File: config.mk
export PLATFORM = sky130hd
export DESIGN_NAME = base64url_decoder
export DESIGN_NICKNAME = d
export VERILOG_FILES = /design/src/b64_pkg.sv /design/src/b64_decode.sv /design/src/b64_out_buf.sv /design/src/base64url_decoder.sv
export SDC_FILE = /design/constraint.sdc
export NUM_CORES = 1
export LEC_CHECK = 0
export BUFFER_PORTS_ARGS = -buffer_cell sky130_fd_sc_hd__buf_2
export CAP_MARGIN = 20
export CORE_UTILIZATION = 61
export DETAILED_ROUTE_END_ITERATION = 16
export PLACE_DENSITY = 0.8
export SLEW_MARGIN = 20
export SYNTH_ARGS = -nofsm -noshare
export SYNTH_HDL_FRONTEND = slang
export SYNTH_SLANG_ARGS = --single-unit
File: constraint.sdc
create_clock -name clk -period 5.4 [get_ports clk]
set_input_delay 1.08 -clock clk [delete_from_list [all_inputs] [get_ports clk]]
set_output_delay 1.08 -clock clk [all_outputs]
set_load 0.03 [all_outputs]
File: src/b64_pkg.sv
// ----------------------------------------------------------------------------
// b64_pkg
// Shared types, character codes and lookup functions of the base64url decoder.
// ----------------------------------------------------------------------------
package b64_pkg;

    localparam logic [7:0] CHAR_UPPER_A = 8'h41;
    localparam logic [7:0] CHAR_UPPER_Z = 8'h5A;
    localparam logic [7:0] CHAR_LOWER_A = 8'h61;
    localparam logic [7:0] CHAR_LOWER_Z = 8'h7A;
    localparam logic [7:0] CHAR_DIGIT_0 = 8'h30;
    localparam logic [7:0] CHAR_DIGIT_9 = 8'h39;
    localparam logic [7:0] CHAR_MINUS   = 8'h2D;
    localparam logic [7:0] CHAR_PLUS    = 8'h2B;
    localparam logic [7:0] CHAR_UNDER   = 8'h5F;
    localparam logic [7:0] CHAR_SLASH   = 8'h2F;
    localparam logic [7:0] CHAR_PAD     = 8'h3D;

    // Offsets that bring each character range to its sextet value.
    localparam logic [7:0] LOWER_OFFSET = 8'd71;   // 'a' - 26
    localparam logic [7:0] DIGIT_OFFSET = 8'd252;  // '0' - 52, modulo 256

    localparam logic [5:0] SEXTET_62 = 6'd62;
    localparam logic [5:0] SEXTET_63 = 6'd63;

    typedef enum logic [1:0] {
        ST_DATA       = 2'd0,
        ST_INVALID    = 2'd1,
        ST_BAD_LENGTH = 2'd2,
        ST_END_EMPTY  = 2'd3
    } status_t;

    typedef struct packed {
        logic [17:0] bit_accumulator;
        logic [1:0]  group_position;
        logic [2:0]  data_char_count;
        logic        padding_seen;
        logic        discarding;
    } group_state_t;

    // One run of results caused by a single request, first byte at index 0.
    typedef struct packed {
        logic [1:0]       count;
        logic [0:2][7:0]  bytes;
        status_t          status;
        logic             eom;
    } run_t;

    // Bit 6 set marks a character outside the alphabet.
    function automatic logic [6:0] sextet_of(input logic [7:0] c);
        logic [7:0] diff;
        logic [6:0] res;
        diff = 8'd0;
        res  = 7'h40;
        case (c) inside
            [CHAR_UPPER_A:CHAR_UPPER_Z]:
            begin
                diff = c - CHAR_UPPER_A;
                res  = {1'b0, diff[5:0]};
            end
            [CHAR_LOWER_A:CHAR_LOWER_Z]:
            begin
                diff = c - LOWER_OFFSET;
                res  = {1'b0, diff[5:0]};
            end
            [CHAR_DIGIT_0:CHAR_DIGIT_9]:
            begin
                diff = c - DIGIT_OFFSET;
                res  = {1'b0, diff[5:0]};
            end
            CHAR_MINUS, CHAR_PLUS:
            begin
                res = {1'b0, SEXTET_62};
            end
            CHAR_UNDER, CHAR_SLASH:
            begin
                res = {1'b0, SEXTET_63};
            end
            default:
            begin
                res = 7'h40;
            end
        endcase
        return res;
    endfunction

    // Left-aligns the collected sextets of a partial group in 24 bits.
    function automatic logic [23:0] place_group(input logic [17:0] acc,
                                                input logic [2:0] n);
        logic [23:0] res;
        case (n)
            3'd1:    res = {acc[5:0], 18'd0};
            3'd2:    res = {acc[11:0], 12'd0};
            3'd3:    res = {acc, 6'd0};
            default: res = 24'd0;
        endcase
        return res;
    endfunction

endpackage

File: src/b64_decode.sv
// ----------------------------------------------------------------------------
// b64_decode
// Combinational step: one character against the group state gives the next
// state and the run of results it causes.
// ----------------------------------------------------------------------------
module b64_decode
(
    input  logic [7:0]            char_code,
    input  logic                  last_char,
    input  b64_pkg::group_state_t state_cur,
    output b64_pkg::group_state_t state_next,
    output b64_pkg::run_t         run
);

    logic [6:0]       sextet;
    logic [2:0]       n;
    logic [23:0]      v24;
    logic [17:0]      acc_new;
    logic             complete;
    logic             fail;
    b64_pkg::status_t fail_code;

    assign sextet = b64_pkg::sextet_of(char_code);

    always_comb
    begin
        state_next = state_cur;
        run        = '0;
        run.status = b64_pkg::ST_DATA;
        n          = 3'd0;
        v24        = 24'd0;
        acc_new    = state_cur.bit_accumulator;
        complete   = (state_cur.group_position == 2'd3);
        fail       = 1'b0;
        fail_code  = b64_pkg::ST_DATA;

        if (state_cur.discarding)
        begin
            // Silently drop everything up to the end of the message.
            if (last_char)
            begin
                state_next = '0;
            end
        end
        else
        begin
            if (char_code == b64_pkg::CHAR_PAD)
            begin
                if (!state_cur.group_position[1])
                begin
                    fail      = 1'b1;
                    fail_code = b64_pkg::ST_BAD_LENGTH;
                end
                else
                begin
                    state_next.padding_seen = 1'b1;
                    n   = state_cur.data_char_count;
                    v24 = b64_pkg::place_group(state_cur.bit_accumulator, n);
                end
            end
            else if (sextet[6])
            begin
                fail      = 1'b1;
                fail_code = b64_pkg::ST_INVALID;
            end
            else if (state_cur.padding_seen)
            begin
                fail      = 1'b1;
                fail_code = b64_pkg::ST_BAD_LENGTH;
            end
            else
            begin
                if (state_cur.data_char_count >= 3'd3)
                begin
                    n   = 3'd4;
                    v24 = {state_cur.bit_accumulator, sextet[5:0]};
                end
                else
                begin
                    n       = state_cur.data_char_count + 3'd1;
                    acc_new = {state_cur.bit_accumulator[11:0], sextet[5:0]};
                    state_next.bit_accumulator = acc_new;
                    v24 = b64_pkg::place_group(acc_new, n);
                end
                state_next.data_char_count = n;
            end

            if (!fail)
            begin
                state_next.group_position = state_cur.group_position + 2'd1;
                if (complete || last_char)
                begin
                    if (n == 3'd1)
                    begin
                        fail      = 1'b1;
                        fail_code = b64_pkg::ST_BAD_LENGTH;
                    end
                    else
                    begin
                        state_next = '0;
                        run.bytes  = {v24[23:16], v24[15:8], v24[7:0]};
                        run.eom    = last_char;
                        case (n)
                            3'd2:    run.count = 2'd1;
                            3'd3:    run.count = 2'd2;
                            3'd4:    run.count = 2'd3;
                            default:
                            begin
                                // A group closed with nothing to emit.
                                run.count  = last_char ? 2'd1 : 2'd0;
                                run.status = b64_pkg::ST_END_EMPTY;
                                run.bytes  = '0;
                            end
                        endcase
                    end
                end
            end

            if (fail)
            begin
                state_next            = '0;
                state_next.discarding = !last_char;
                run.count             = 2'd1;
                run.bytes             = '0;
                run.status            = fail_code;
                run.eom               = 1'b1;
            end
        end
    end

endmodule

File: src/b64_out_buf.sv
// ----------------------------------------------------------------------------
// b64_out_buf
// Result register that holds one run and hands its results out in order.
// ----------------------------------------------------------------------------
module b64_out_buf
(
    input  logic              clk,
    input  logic              rst_n,
    input  logic              load,
    input  b64_pkg::run_t     run_in,
    output logic              free,
    output logic              result_valid,
    input  logic              result_ready,
    output logic [7:0]        data_byte,
    output logic [1:0]        status,
    output logic              end_of_message,
    output logic              last_of_run
);

    b64_pkg::run_t run_reg;
    b64_pkg::run_t run_next;
    logic [1:0]    left_reg;
    logic [1:0]    left_next;
    logic [1:0]    idx;
    logic          fire;

    assign result_valid   = (left_reg != 2'd0);
    assign fire           = result_valid && result_ready;
    // The run register can take a new run once its final result leaves.
    assign free           = (left_reg == 2'd0) || ((left_reg == 2'd1) && result_ready);
    assign idx            = run_reg.count - left_reg;
    assign last_of_run    = (left_reg == 2'd1);
    assign end_of_message = last_of_run && run_reg.eom;
    assign status         = run_reg.status;

    always_comb
    begin
        case (idx)
            2'd0:    data_byte = run_reg.bytes[0];
            2'd1:    data_byte = run_reg.bytes[1];
            2'd2:    data_byte = run_reg.bytes[2];
            default: data_byte = 8'd0;
        endcase
    end

    always_comb
    begin
        run_next  = run_reg;
        left_next = left_reg;
        if (load)
        begin
            run_next  = run_in;
            left_next = run_in.count;
        end
        else if (fire)
        begin
            left_next = left_reg - 2'd1;
        end
    end

    always_ff @(posedge clk or negedge rst_n)
    begin
        if (!rst_n)
        begin
            left_reg <= 2'd0;
        end
        else
        begin
            left_reg <= left_next;
        end
    end

    always_ff @(posedge clk)
    begin
        run_reg <= run_next;
    end

endmodule

File: src/base64url_decoder.sv
// A request is held in the input register, and its run is then loaded into the result register.
// Throughput: one character per cycle; a request that causes results waits in the
// input register while the previous run still has more than one result to hand out
// or its final result is not taken.
// Reset (rst_n, asynchronous, active low) empties the input and result registers
// and clears the group state and the discard flag at once.
// ----------------------------------------------------------------------------
// base64url_decoder
// Streaming base64url decoder that also accepts '+' and '/': one character per
// request in, decoded bytes and status reports out.
// ----------------------------------------------------------------------------
module base64url_decoder
(
    input  logic       clk,
    input  logic       rst_n,
    input  logic       char_valid,
    output logic       char_ready,
    input  logic [7:0] char_code,
    input  logic       last_char,
    output logic       result_valid,
    input  logic       result_ready,
    output logic [7:0] data_byte,
    output logic [1:0] status,
    output logic       end_of_message,
    output logic       last_of_run
);

    // Input register. A character waits here until its run has a place in
    // the result register; characters that cause no result pass straight on.
    logic       in_full_reg;
    logic       in_full_next;
    logic [7:0] in_char_reg;
    logic       in_last_reg;

    // Group state: accumulator, position, data count, padding and discard.
    b64_pkg::group_state_t state_reg;
    b64_pkg::group_state_t state_next;
    b64_pkg::group_state_t state_dec;

    b64_pkg::run_t run;
    logic          free;
    logic          advance;
    logic          load;
    logic          accept;

    b64_decode u_decode
    (
        .char_code  (in_char_reg),
        .last_char  (in_last_reg),
        .state_cur  (state_reg),
        .state_next (state_dec),
        .run        (run)
    );

    // A held character is decoded when it causes no result or when the
    // result register is ready for its run.
    assign advance    = in_full_reg && (free || (run.count == 2'd0));
    assign load       = advance && (run.count != 2'd0);
    assign char_ready = !in_full_reg || advance;
    assign accept     = char_valid && char_ready;

    always_comb
    begin
        in_full_next = in_full_reg;
        if (accept)
        begin
            in_full_next = 1'b1;
        end
        else if (advance)
        begin
            in_full_next = 1'b0;
        end
    end

    always_comb
    begin
        state_next = state_reg;
        if (advance)
        begin
            state_next = state_dec;
        end
    end

    always_ff @(posedge clk or negedge rst_n)
    begin
        if (!rst_n)
        begin
            in_full_reg <= 1'b0;
            state_reg   <= '0;
        end
        else
        begin
            in_full_reg <= in_full_next;
            state_reg   <= state_next;
        end
    end

    always_ff @(posedge clk)
    begin
        if (accept)
        begin
            in_char_reg <= char_code;
            in_last_reg <= last_char;
        end
    end

    b64_out_buf u_out_buf
    (
        .clk            (clk),
        .rst_n          (rst_n),
        .load           (load),
        .run_in         (run),
        .free           (free),
        .result_valid   (result_valid),
        .result_ready   (result_ready),
        .data_byte      (data_byte),
        .status         (status),
        .end_of_message (end_of_message),
        .last_of_run    (last_of_run)
    );

endmodule

==> results.py, run 1 <==
metrics = {
    "cts": {
        "insertion_delay_ns": 0.35,
        "clockBufferDepth": 2,
        "postCtsResizedCells": 0,
        "clk_pin_slew_ns": 0.07,
        "post_cts_buffers": 0,
        "cts_tree": "yes",
        "cts.sinks": 66,
        "htree_levels": 3,
        "cts_hold_buf": 0,
        "numCtsBuffers": 9,
        "root_buffer": "clkbuf_8",
    },
    "final_layout": {
        "largest_register_ffs": 27,
        "drive_gt1_frac": 0.152,
        "layout_commonest_cell": "nand2_1",
        "mostFrequentLayoutCells": "nand2_1, nor2_1, edfxtp_1, a21oi_1, dfrtp_1",
        "synthToLayoutAreaGrowth_pct": 8.32,
        "fin_cells": 538,
        "fin_util": 0.701,
        "fin_nets": 487,
        "nFillCells": 531,
        "antennaDiodeCount": 0,
    },
    "worst_setup_path": {
        "worstPathMaxFanout": 7,
        "path_class": "reg2out",
        "critPathLaunchType": "flip-flop",
        "crit_path_end_kind": "output port",
        "cp.arrival_ns": 3.77,
        "cp.required_ns": 4.32,
    },
    "placed_design": {
        "place.gp.congestion": 0.937,
        "dpl.cell_count": 522,
        "portBuffers": 26,
        "post-dp-hpwl_um": 7200,
    },
    "floorplanning": {
        "rows": 29,
        "core_um2": 6530,
        "die_area_um2": 7260,
        "start_util": 0.647,
        "ioPinCount": 27,
        "die_h_um": 85.2,
        "die_x_um": 85.2,
    },
    "grt": {
        "grt_pass1_wl_um": 16200,
        "overflow": 0,
        "antenna_found_initial": 0,
        "track_usage": 0.290,
        "grt_pass1_vias": 3310,
        "grt_max_degree": 29,
    },
    "timing": {
        "slew_headroom": 0.358,
        "clock.fmax_ghz": 0.206,
        "min_period_ns": 4.85,
        "hold_viol_final": 0,
        "finalClockSkew_ns": 0.00818,
        "worstMarginPinSlew_ns": 0.958,
        "final-setup-viol-count": 0,
        "rsz0062_at_grt": "false",
        "hold_ws_ns": 0.494,
        "slew_viol_final": 0,
        "tns_ns": 0,
        "finalCritPeriodShare": 0.897,
    },
    "route": {
        "drc_errors": 0,
        "viasPerCell": 6.63,
        "drt.antenna.violating_nets": 0,
        "wl_per_cell_um": 18.2,
        "drtIter0Drc": 412,
        "wl_um": 9770,
        "drtPass1Iterations": 7,
        "vias": 3567,
    },
    "pwr": {
        "power_mw": 2.25,
        "p_per_area_nw_per_um2": 491,
        "ir_worst_vdd_mv": 0.227,
        "p_leak_nw": 1.77,
    },
    "yosys": {
        "syn_inst": 437,
        "synthDistinctLibCells": 65,
        "synth_top_cell_area_share": 0.270,
        "ys_seq_area_frac": 0.436,
        "synth_area_leader_cell": "edfxtp_1",
        "synth_area_per_cell_um2": 9.67,
        "async_flop_share": 0.424,
        "synthTopCellsByArea": "edfxtp_1, dfrtp_1, ha_1",
        "ys_ff_latch": 66,
        "synth_nets": 468,
        "ys.flop_type": "edfxtp_1",
        "netlist_area_um2": 4230,
        "synth_warnings": 0,
        "synth-edff-count": 38,
    },
    "min_path": {
        "hold_path.class": "reg2reg",
    },
    "outcome": {
        "outcome": "finished, final reports clean",
    },
    "flow_run": {
        "max-cap-violations": 0,
    },
}
-- cell usage after synthesis, drive strengths merged, types with 3 or more instances --
| cell | instances |
|---|---|
| inv | 24 |
| and2 | 6 |
| a22o | 24 |
| a221oi | 3 |
| clkbuf | 10 |
| nor4 | 3 |
| nand2b | 5 |
| nand2 | 43 |
| o22ai | 5 |
| a21o | 3 |
| edfxtp | 38 |
| buf | 12 |
| nor2b | 5 |
| o211ai | 4 |
| a22oi | 13 |
| ha | 18 |
| a21oi | 29 |
| mux2 | 9 |
| nor2 | 44 |
| xnor2 | 5 |
| o21ai | 32 |
| a211oi | 3 |
| nand3 | 9 |
| nor3 | 6 |
| or3 | 4 |
| a31oi | 6 |
| o21a | 3 |
| dfrtp | 28 |
| a222oi | 12 |
-- through the flow --
step	cell area (um2)	setup slack [ns]
2_1_floorplan	4230	1.13
3_3_place_gp	4380	1.10
3_5_place_dp	4380	0.996
4_1_cts	4580	0.597
5_1_grt	4580	0.326
6_report	4580	0.554
-- path summary, 6_finish.rpt --
| path | start | endpoint | slack [ns] | cells after the start |
|---|---|---|---|---|
| hold reg to reg | state_reg[5] | state_reg[5] | 0.49 | 1 |
| setup / recovery | in_char_reg[2] | char_ready | 0.55 | 12 |
| setup reg to reg | in_char_reg[2] | u_out_buf.run_reg[20] | 1.29 | 13 |
| hold / removal | state_reg[5] | state_reg[5] | 0.49 | 1 |
| min in group asynchronous | rst_n | state_reg[6] | 0.74 | 1 |
| max in group asynchronous | rst_n | state_reg[21] | 4.25 | 1 |
-- routing by layer --
metal | routed length (um) | global-route usage | vias up
li1 | - | - | 1698
met1 | 4370 | 0.392 | 1691
met4 | 171 | 0.100 | 0
met5 | 0 | 0 | -
met2 | 4610 | 0.477 | 157
met3 | 618 | 0.0457 | 21
-- cells by family after synthesis --
group                      share of synthesized area
AOI/OAI and AO/OA                              0.274
and+or+nand+nor                                0.151
DFF                                            0.436
buffers and inverters                         0.0465
adders and majority gates                     0.0533
muxes                                         0.0272
xor gates and xnor gates                      0.0124
-- critical path: stages, from the launching register on --
cell	delay (ns)
edfxtp_1	0.50
inv_1	0.23
ha_1	0.34
nor2b_1	0.20
o211ai_1	0.11
a31oi_1	0.42
o21a_4	0.24
nor2_2	0.07
nor4_1	0.47
a311o_1	0.30
o21a_1	0.24
nand2_1	0.10
buf_2	0.19
-- power by group --
part	switching, mW	internal [mW]
Sequential	0.0885	0.662
Combinational	0.722	0.369
Clock	0.185	0.220
Total	0.996	1.25
-- final cells by class --
| cell class | count | area [um2] | share of cell area |
|---|---|---|---|
| Tap cell | 77 | 96.3 | 0.0210 |
| Clock inverter | 4 | 21.3 | 0.00465 |
| Multi-Input combinational cell | 325 | 2190 | 0.478 |
| Timing Repair Buffer | 30 | 160 | 0.0350 |
| Clock buffer | 12 | 178 | 0.0388 |
| Inverter | 24 | 90.1 | 0.0197 |
| Sequential cell | 66 | 1840 | 0.402 |
Power figures use the tool's default switching activity.
==> run 2: changes to the inputs <==
--- a/config.mk
+++ b/config.mk
@@ -7,10 +7,12 @@
 export LEC_CHECK = 0
 export BUFFER_PORTS_ARGS = -buffer_cell sky130_fd_sc_hd__buf_2
 export CAP_MARGIN = 20
-export CORE_UTILIZATION = 61
+export CORE_UTILIZATION = 62
 export DETAILED_ROUTE_END_ITERATION = 16
-export PLACE_DENSITY = 0.8
+export PLACE_DENSITY = 0.81
+export RECOVER_POWER = 100
 export SLEW_MARGIN = 20
 export SYNTH_ARGS = -nofsm -noshare
 export SYNTH_HDL_FRONTEND = slang
+export SYNTH_HIERARCHICAL = 1
 export SYNTH_SLANG_ARGS = --single-unit
==> run 2 against run 1 <==
  * The flow now finishes with violations (capacitance limit, slew limit)
  * Global-route usage rose by 1.1 points
  * Clock power rose by 17%
  * Clock-buffer cell count fell by 3
  * Sequential power barely moved
  * Power rose by 10%
  * Core utilization fell by 0.24 points
  * Synthesized cell count rose by 5.0%
  * Final cell count rose by 7.8%
  * Cell area rose by 13%
  * Combinational power rose by 15%
==> results.py, run 2 <==
metrics = {
    "route": {
        "drtIter0Drc": 518,
        "wl_um": 11600,
        "drtPass1Iterations": 6,
        "viasPerCell": 6.91,
        "drc_errors": 0,
        "wl_per_cell_um": 20.1,
        "vias": 4010,
        "drt.antenna.violating_nets": 0,
    },
    "worst_setup_path": {
        "crit_top_cell": "inv_1",
        "r2r_setup_slack_ns": 0.86,
        "path_class": "reg2out",
        "ff2ff_path_depth": 13,
        "cp.required_ns": 4.32,
        "crit_chain": "inv_1 > ha_1 > a21o_2 > nand4_1 > o2111a_1 > o31ai_4 > o21a_1 > o22ai_1 > a221oi_1 > nor2_2 > nor3b_1 > inv_1 > buf_2",
        "critPathLaunchType": "flip-flop",
        "r2r_start": "in_char_reg[2]",
        "crit_path_end_kind": "output port",
        "max_stage_delay_ns": 0.55,
        "cp.arrival_ns": 4.13,
        "regToRegEndpoint": "state_reg[24]",
        "slowest_stage": "edfxtp_1",
        "worstPathMaxFanout": 12,
    },
    "grt": {
        "antenna_found_initial": 0,
        "grt_pass1_vias": 3830,
        "overflow": 0,
        "grt_max_degree": 34,
        "track_usage": 0.300,
        "grt_pass1_wl_um": 19700,
    },
    "yosys": {
        "synthTopCellsByArea": "edfxtp_1, dfrtp_1, mux2_4",
        "synth_area_per_cell_um2": 10.6,
        "synth_warnings": 6,
        "synth_area_leader_cell": "edfxtp_1",
        "synth-edff-count": 38,
        "async_flop_share": 0.424,
        "synth_nets": 490,
        "synth_top_cell_area_share": 0.235,
        "syn_inst": 459,
        "synthTopCellsByCount": "edfxtp_1, nand2_1, dfrtp_1, nor2_1, mux2_4",
        "netlist_area_um2": 4850,
        "yosys.cell_count.top_type": "edfxtp_1",
        "ys.flop_type": "edfxtp_1",
        "ys_ff_latch": 66,
        "ys_seq_area_frac": 0.380,
        "synthDistinctLibCells": 86,
    },
    "timing": {
        "clock.fmax_ghz": 0.192,
        "finalCritPeriodShare": 0.964,
        "min_period_ns": 5.21,
        "final-setup-viol-count": 0,
        "finalClockSkew_ns": 0.0114,
        "hold_ws_ns": 0.559,
        "worstMarginPinSlew_ns": 1.64,
        "slew_viol_final": 29,
        "hold_viol_final": 0,
        "slew_headroom": -0.0914,
    },
    "placed_design": {
        "post-dp-hpwl_um": 8250,
        "portBuffers": 26,
        "place.gp.congestion": 0.928,
    },
    "cts": {
        "postCtsResizedCells": 0,
        "clk_pin_slew_ns": 0.08,
        "cts_tree": "yes",
        "htree_levels": 3,
        "insertion_delay_ns": 0.35,
        "cts_hold_buf": 0,
        "cts.sinks": 66,
        "root_buffer": "clkbuf_8",
        "numCtsBuffers": 9,
        "clockBufferDepth": 2,
    },
    "final_layout": {
        "fin_nets": 507,
        "multi_input_area_um2": 2720,
        "mostFrequentLayoutCells": "edfxtp_1, nand2_1, dfrtp_1, nor2_1",
        "synthToLayoutAreaGrowth_pct": 6.63,
        "drive_gt1_frac": 0.241,
        "nFillCells": 565,
        "largest_register_ffs": 27,
        "register_area_um2": 1840,
        "layout_commonest_cell": "edfxtp_1",
        "antennaDiodeCount": 0,
    },
    "floorplanning": {
        "die_h_um": 90.5,
        "rows": 31,
        "core_um2": 7410,
        "start_util": 0.655,
        "die_x_um": 90.5,
        "die_area_um2": 8180,
        "ioPinCount": 27,
    },
    "pwr": {
        "ir_worst_vdd_mv": 0.191,
        "p_per_area_nw_per_um2": 478,
        "p_leak_nw": 1.96,
        "power_mw": 2.47,
    },
    "min_path": {
        "hold_path.class": "reg2reg",
        "hold_start": "state_reg[1]",
        "min_to": "state_reg[1]",
        "worstHoldPathCells": 1,
    },
    "outcome": {
        "violations": "capacitance limit, slew limit",
        "outcome": "finished with violations",
    },
    "flow_run": {
        "max-cap-violations": 1,
    },
}
==> run 2: power breakdown <==
part / switching [mW] / internal, mW / leakage, nW / total, mW
combinational: 0.804 / 0.449 / 1.11 / 1.25
sequential: 0.0914 / 0.656 / 0.735 / 0.747
clock: 0.210 / 0.264 / 0.114 / 0.473
==> run 2: logic make-up after synthesis <==
group | count (synthesis) | synth area share
xor gates and xnor gates | 6 | 0.0142
and+or+nand+nor | 149 | 0.170
AOI/OAI and AO/OA | 143 | 0.248
muxes | 29 | 0.0825
DFF | 66 | 0.380
buffers and inverters | 48 | 0.0593
adders and majority gates | 18 | 0.0464
==> run 2: layout make-up <==
class                   instances  area share
clock inverters                 7      0.0193
clock buffers                   9      0.0239
well taps                      99      0.0239
flip-flops and latches         66       0.356
repair buffers                 35      0.0368
multi-input cells             345       0.526
inverters                      19      0.0138
==> run 2: routing by layer <==
metal,part of all wire,track usage,wire [um],vias up
met5,0,0,0,-
met4,0.023,0.120,264,0
met3,0.090,0.0589,1040,29
met2,0.46,0.475,5360,236
met1,0.43,0.406,4970,1908
li1,-,-,-,1837
==> run 2: critical path: cells and delay by family, from the launching register on <==
kind            cells  cell delay [ns]
flops               1             0.55
compound gates      6             1.82
buf+inv             3             0.42
fa+ha+maj           1             0.28
simple gates        3             0.72
==> run 2: stage by stage <==
step | setup slack [ns] | std cells | area (um2) | setup TNS [ns] | utilization
finish | 0.192 | 580 | 5170 | 0 | 0.698
floorplan | 1.09 | 459 | 4850 | 0 | -
global placement | 0.800 | 562 | 4940 | 0 | 0.667
CTS | 0.241 | 578 | 5170 | 0 | 0.697
detailed placement | 0.635 | 562 | 4940 | 0 | 0.667
global route | -0.0299 | 580 | 5170 | -0.0299 | 0.698
==> run 2: worst max path at each step <==
stage	startpoint	end	cells past startpoint
after floorplan	in_char_reg[2]	char_ready	15
after global placement	in_char_reg[1]	char_ready	13
after detailed placement	in_char_reg[2]	char_ready	13
after CTS	in_char_reg[2]	char_ready	13
after global routing	in_char_reg[2]	char_ready	13
final	in_char_reg[2]	char_ready	13
==> run 2: what timing repair did <==
action | in CTS | in global routing
hold endpoints to repair | 0 | 0
buffers inserted | 0 | 2
endpoints found under the setup margin | 0 | 1
